**src/hw/rtl/blfpn_pkg.sv**
```systemverilog
// ----------------------------------------------------------------------------
// blfpn_pkg
// Shared types and constants for the band level floor/peak normalizer.
// ----------------------------------------------------------------------------
package blfpn_pkg;

  localparam int unsigned IN_BANDS  = 2;
  localparam int unsigned E_W       = 23;  // Q15.8 energy
  localparam int unsigned ES_W      = 31;  // Q15.16 energy state
  localparam int unsigned LS_W      = 32;  // Q1.31 level state
  localparam int unsigned LVL_W     = 16;  // Q1.15 level
  localparam int unsigned CFG_W     = 16;
  localparam int unsigned CFG_IDX_W = 3;
  localparam int unsigned DIV_STEPS = 15;  // quotient bits below one

  localparam logic [LVL_W-1:0] ONE_Q15 = 16'h8000;

  // register indexes
  localparam logic [CFG_IDX_W-1:0] REG_FLOOR_RISE  = 3'd0;
  localparam logic [CFG_IDX_W-1:0] REG_PEAK_DECAY  = 3'd1;
  localparam logic [CFG_IDX_W-1:0] REG_AVG_RATE    = 3'd2;
  localparam logic [CFG_IDX_W-1:0] REG_LFLOOR_RISE = 3'd3;
  localparam logic [CFG_IDX_W-1:0] REG_LPEAK_DECAY = 3'd4;

  typedef struct packed {
    logic [CFG_W-1:0] floor_rise_rate;
    logic [CFG_W-1:0] peak_decay_factor;
    logic [CFG_W-1:0] average_rate;
    logic [CFG_W-1:0] level_floor_rise_rate;
    logic [CFG_W-1:0] level_peak_decay_factor;
  } cfg_t;

  typedef struct packed {
    logic [LVL_W-1:0] level;
    logic [LVL_W-1:0] relative;
    logic [E_W-1:0]   floor_out;
    logic [E_W-1:0]   peak_out;
    logic [E_W-1:0]   mean_out;
  } lane_res_t;

endpackage

```
**src/hw/rtl/blfpn_lane.sv**
```systemverilog
// ----------------------------------------------------------------------------
// blfpn_lane
// One band: floor/peak/mean tracking, level, level tracking and relative
// level, using one shared 32x16 multiplier and a bit-serial divider.
// ----------------------------------------------------------------------------
module blfpn_lane import blfpn_pkg::*; (
  input  logic            clk_i,
  input  logic            rst_ni,
  input  logic            start_i,
  input  logic [E_W-1:0]  energy_i,
  input  cfg_t            cfg_i,
  input  logic            ack_i,
  output logic            done_o,
  output lane_res_t       res_o
);

  typedef enum logic [3:0] {
    S_IDLE, S_FL, S_PK, S_MN, S_CHK, S_DIV, S_LF, S_LP, S_RSET, S_DONE
  } state_e;

  state_e            state_q;
  logic [ES_W-1:0]   e_q, efl_q, epk_q, emn_q;
  logic [LS_W-1:0]   lfl_q, lpk_q;
  logic [LS_W:0]     num_q, den_q, rem_q;
  logic [LVL_W-1:0]  quo_q, lvl_q, rel_q;
  logic [3:0]        cnt_q;
  logic              phase_q;

  logic [LS_W-1:0]   mul_a;
  logic [CFG_W-1:0]  mul_b;
  logic [47:0]       prod;
  logic [LS_W-1:0]   step;
  logic [LS_W-1:0]   x_w;
  logic [LS_W+1:0]   rem2;
  logic [LS_W+1:0]   den2;

  assign x_w  = {lvl_q, 16'h0000};
  assign rem2 = {rem_q, 1'b0};
  assign den2 = {1'b0, den_q};

  // shared multiplier operand select
  always_comb begin
    mul_a = '0;
    mul_b = '0;
    case (state_q)
      S_FL: begin
        mul_a = LS_W'(e_q - efl_q);
        mul_b = cfg_i.floor_rise_rate;
      end
      S_PK: begin
        mul_a = LS_W'(epk_q);
        mul_b = cfg_i.peak_decay_factor;
      end
      S_MN: begin
        mul_a = (e_q >= emn_q) ? LS_W'(e_q - emn_q) : LS_W'(emn_q - e_q);
        mul_b = cfg_i.average_rate;
      end
      S_LF: begin
        mul_a = x_w - lfl_q;
        mul_b = cfg_i.level_floor_rise_rate;
      end
      S_LP: begin
        mul_a = lpk_q;
        mul_b = cfg_i.level_peak_decay_factor;
      end
      default: ;
    endcase
  end

  assign prod = 48'(mul_a) * 48'(mul_b);
  assign step = prod[47:16];

  // sequencer, tracked state and divider
  always_ff @(posedge clk_i or negedge rst_ni) begin
    if (!rst_ni) begin
      state_q <= S_IDLE;
      e_q     <= '0;
      efl_q   <= '0;
      epk_q   <= '0;
      emn_q   <= '0;
      lfl_q   <= '0;
      lpk_q   <= '0;
      num_q   <= '0;
      den_q   <= '0;
      rem_q   <= '0;
      quo_q   <= '0;
      lvl_q   <= '0;
      rel_q   <= '0;
      cnt_q   <= '0;
      phase_q <= 1'b0;
    end else begin
      unique case (state_q)
        S_IDLE: begin
          if (start_i) begin
            e_q     <= {energy_i, 8'h00};
            state_q <= S_FL;
          end
        end
        S_FL: begin
          efl_q   <= (e_q < efl_q) ? e_q : ES_W'(efl_q + step[ES_W-1:0]);
          state_q <= S_PK;
        end
        S_PK: begin
          epk_q   <= (e_q > epk_q) ? e_q : step[ES_W-1:0];
          state_q <= S_MN;
        end
        S_MN: begin
          emn_q   <= (e_q >= emn_q) ? ES_W'(emn_q + step[ES_W-1:0])
                                    : ES_W'(emn_q - step[ES_W-1:0]);
          num_q   <= (e_q > efl_q) ? (LS_W+1)'(e_q - efl_q) : '0;
          den_q   <= (LS_W+1)'(efl_q) + (LS_W+1)'(epk_q);
          phase_q <= 1'b0;
          state_q <= S_CHK;
        end
        // zero divisor gives 0, level of one or more saturates
        S_CHK: begin
          if (den_q == '0) begin
            quo_q <= '0;
            cnt_q <= '0;
          end else if (num_q >= den_q) begin
            quo_q <= ONE_Q15;
            cnt_q <= '0;
          end else begin
            rem_q <= num_q;
            quo_q <= '0;
            cnt_q <= 4'(DIV_STEPS);
          end
          state_q <= S_DIV;
        end
        // restoring division, one quotient bit a cycle
        S_DIV: begin
          if (cnt_q == '0) begin
            if (phase_q) begin
              rel_q   <= quo_q;
              state_q <= S_DONE;
            end else begin
              lvl_q   <= quo_q;
              state_q <= S_LF;
            end
          end else begin
            if (rem2 >= den2) begin
              rem_q <= (LS_W+1)'(rem2 - den2);
              quo_q <= {quo_q[LVL_W-2:0], 1'b1};
            end else begin
              rem_q <= rem2[LS_W:0];
              quo_q <= {quo_q[LVL_W-2:0], 1'b0};
            end
            cnt_q <= cnt_q - 4'd1;
          end
        end
        S_LF: begin
          lfl_q   <= (x_w < lfl_q) ? x_w : LS_W'(lfl_q + step);
          state_q <= S_LP;
        end
        S_LP: begin
          lpk_q   <= (x_w > lpk_q) ? x_w : step;
          state_q <= S_RSET;
        end
        S_RSET: begin
          num_q   <= (x_w > lfl_q) ? (LS_W+1)'(x_w - lfl_q) : '0;
          den_q   <= (LS_W+1)'(lfl_q) + (LS_W+1)'(lpk_q);
          phase_q <= 1'b1;
          state_q <= S_CHK;
        end
        S_DONE: begin
          if (ack_i) begin
            state_q <= S_IDLE;
          end
        end
        default: state_q <= S_IDLE;
      endcase
    end
  end

  assign done_o         = (state_q == S_DONE);
  assign res_o.level    = lvl_q;
  assign res_o.relative = rel_q;
  assign res_o.floor_out = efl_q[ES_W-1:8];
  assign res_o.peak_out  = epk_q[ES_W-1:8];
  assign res_o.mean_out  = emn_q[ES_W-1:8];

endmodule

```
**config.mk**
```make
export PLATFORM = sky130hd
export DESIGN_NAME = blfpn_lane
export DESIGN_NICKNAME = d
export VERILOG_FILES = /design/src/hw/rtl/blfpn_pkg.sv /design/src/hw/rtl/blfpn_lane.sv
export SDC_FILE = /design/constraint.sdc
export NUM_CORES = 2
export LEC_CHECK = 0
export ABC_AREA = 1
export ABC_CLOCK_PERIOD_IN_PS = 26000
export BUFFER_PORTS_ARGS = -buffer_cell sky130_fd_sc_hd__buf_2
export CAP_MARGIN = 20
export CORE_ASPECT_RATIO = 1.2
export CORE_MARGIN = 2
export CORE_UTILIZATION = 50
export CTS_CLUSTER_DIAMETER = 80
export DETAILED_ROUTE_END_ITERATION = 10
export GPL_ROUTABILITY_DRIVEN = 1
export GPL_TIMING_DRIVEN = 0
export PLACE_DENSITY = 0.77
export RECOVER_POWER = 25
export SYNTH_ARGS = -nofsm -noshare
export SYNTH_HDL_FRONTEND = slang
export SYNTH_SLANG_ARGS = --single-unit
```
**constraint.sdc**
```tcl
create_clock -name clk_i -period 26 [get_ports clk_i]
set_clock_uncertainty 0.2 [all_clocks]
set_input_delay 2.6 -clock clk_i [delete_from_list [all_inputs] [get_ports clk_i]]
set_output_delay 2.6 -clock clk_i [all_outputs]
set_load 0.01 [all_outputs]
```
==> results.md <==
* Outcome: finished with violations
* Failing checks: capacitance limit, slew limit
* PostCTS Resize Cnt at 0
* Critical path required time at 26.28 ns
* Synth area leaders: fa_1, dfrtp_1, ha_1
* Max FO, Critical Path at 10
* Mapped Area at 0.04799 mm2
* Mapped Nets at 7540
* Top_reg_cell synth: dfrtp_1
* CP most frequent cell: inv_1
* Fin. max-slew vios at 231
* H-tree depth at 2
* Synth Register Bits at 336
* Top cell type's share of synthesized area at 17.69%
* Largest net degree at the start of global routing at 111
* Period Utilization, post-route at 58.77%
* Clk sinks at 336
* Register area share after synthesis at 17.52%
* Grt ovf at 0
* CP max stage cell: clkbuf_1
* Die Wd at 286.8 um
* Final setup viols at 0
* Initial DRC count at 4283
* Tmin final at 15.28 ns
* Max Root-Sink Buffers at 3
* Worst Setup Path Type: flop to flop
* Relative slew slack at -306.8%
* Die Ht at 343.4 um
* Vias in the first global route at 48.08k
* Filler cell count at 9182
* CP startpoint kind: flop
* Hold Vio Cnt, Final at 0
* Layout cell share with drive strength beyond 1 at 7.250%
* Setup TNS at 0 ns
* Commonest cells after routing, fill and taps aside: nand2_1, inv_1, a21oi_1
* Most common cell after layout, fill and taps aside: nand2_1
* Post-Syn Instances at 6541
* Worst path arrival time at 15.56 ns
* First-pass GRT wire length at 295200 um
* Setup Fix Bufs, Post-CTS at 0
* CP endpoint kind: flop
* GRT met1 Usage at 44.40%
* Final wirelength at 200600 um
* Tightest Pin Transition at 6.101 ns
* GRT Util Overall at 40.46%
* Initial antenna violation count at 13
* Layer with the highest usage: met2
* Cell accounting for the most synthesized area: fa_1
* Final Non-Filler Cells at 8112
* DIE AREA at 0.09849 mm2
* Achievable frequency at 0.06544 GHz
* Met2 global-route usage at 66.85%
* Placed Cells incl. Taps at 8024
* DRT antenna net count at 0
* Worst skew pair latency at 0.61 ns
* Row count at 124
* WL/cell at 24.73 um
* Number of remaining DRC errors at 0
* Router iterations before antenna repair at 6
* CTS root buf: clkbuf_16
* Synth warnings at 0
* Initial Util at 50.38%
* CTS buffer count at 43
* Met3 GRT Util at 6.631%
* Max Cap Viol at 3
* Max incr delay on CP at 0.69 ns
* Core Area at 0.09526 mm2
* Post-synth ARST share at 100.0%
* Detailed-placement wirelength estimate at 169100 um
* IO buf count at 208
* Vias per inst at 5.887
* Hold/Removal Path Class: flop to flop
* Layout net count at 7810
* Unrepaired setup endpoints after global routing: false
* Layout Area Growth over Synthesis at 9.033%
* CTS Hold Buffers Added at 0
* Total number of vias at 47.75k
* Gpl congestion at 1.059
* Synth unique cells at 74
* Clock tree from TritonCTS: done
* Worst-path clk slew at 0.06 ns
* I/O Pins at 209
* Number of synthesized flops with an enable pin at 0
* Synth Area per Inst at 7.337 um2
==> metrics by stage <==
stage / hold slack [ns] / setup slack [ns] / cell area (um2) / utilization (%)
2_1_floorplan: 0.2772 / 14.47 / 47990 / -
3_3_place_gp: 0.2628 / 10.04 / 50610 / 53.13
3_5_place_dp: 0.2688 / 11.12 / 50910 / 53.44
4_1_cts: 0.2843 / 11.07 / 52350 / 54.95
5_1_grt: 0.3150 / 10.11 / 52320 / 54.92
6_report: 0.2780 / 10.72 / 52330 / 54.93
==> cell type report <==
cell class	count	area (um2)	share of cell area (%)
multi-input cells	4736	33740	64.47
flip-flops and latches	336	8408	16.07
inverters	1187	4463	8.529
well taps	1260	1577	3.013
plain buffers	282	1406	2.688
repair buffers	225	1269	2.425
clock buffers	56	1175	2.245
clock inverters	19	266.5	0.5093
diodes	11	27.53	0.05260
==> layer usage <==
layer	wire length, um	vias to the layer above
li1	-	21680
met1	70130	22900
met2	92900	2384
met3	14620	795
met4	22960	0
met5	0	-
==> final timing paths <==
kind                       startpoint         to  slack [ns]  depth (start not counted)
max reg2reg                   e_q[14]  emn_q[30]       10.72                         58
min reg2reg                  rel_q[2]   rel_q[2]        0.28                          2
max in group asynchronous      rst_ni     e_q[8]       15.87                          2
min                          rel_q[2]   rel_q[2]        0.28                          2
max                           e_q[14]  emn_q[30]       10.72                         58
min in group asynchronous      rst_ni  lpk_q[26]        2.70                          1
==> state kept, by name, summed over array words and instances (netlist names) <==
register,cells
rel_q,16
lvl_q,16
den_q,33
rem_q,33
emn_q,31
state_q,4
epk_q,31
efl_q,31
lpk_q,32
cnt_q,4
quo_q,16
e_q,23
lfl_q,32
phase_q,1
num_q,33
==> cell usage after synthesis, drive strengths merged (10+ instances only) <==
cell type	n
nor3	59
or2	15
nand3	158
nand2	1305
nor4	25
xor2	156
a22o	14
and2	10
fa	424
ha	468
o21bai	14
a211oi	15
o221ai	19
buf	109
xnor2	77
a221oi	44
a31oi	71
o211ai	50
o31ai	12
o22ai	88
a21oi	554
dfrtp	336
a22oi	11
a21o	19
nand4	48
o21ai	456
nor2	531
o21a	15
clkbuf	173
inv	1181
a2bb2oi	28
==> critical path: cells and delay by family (launching register included) <==
kind	cells	cell delay [ns]
XOR/XNOR	2	0.59
AND/OR/NAND/NOR	20	3.23
adder cells (fa/ha/maj)	9	4.38
flip-flops	1	0.68
AO/OA/AOI/OAI	10	2.65
buffers and inverters	17	3.39
==> cell families (layout without fill, tap and decap cells) <==
family                   Yosys count  in the layout  synth area share, %
flip-flops                       336            336                17.52
other                              0             11                    0
XOR/XNOR                         233            233                4.408
adder cells (fa/ha/maj)          892            892                29.89
AND/OR/NAND/NOR                 2166           2166                18.56
multiplexers                       4              4              0.08603
AO/OA/AOI/OAI                   1441           1441                17.32
buffers and inverters           1469           1769                12.22
Power is not shown: default switching activity piles up to over one toggle a cycle in this logic, so the estimate is an artifact.
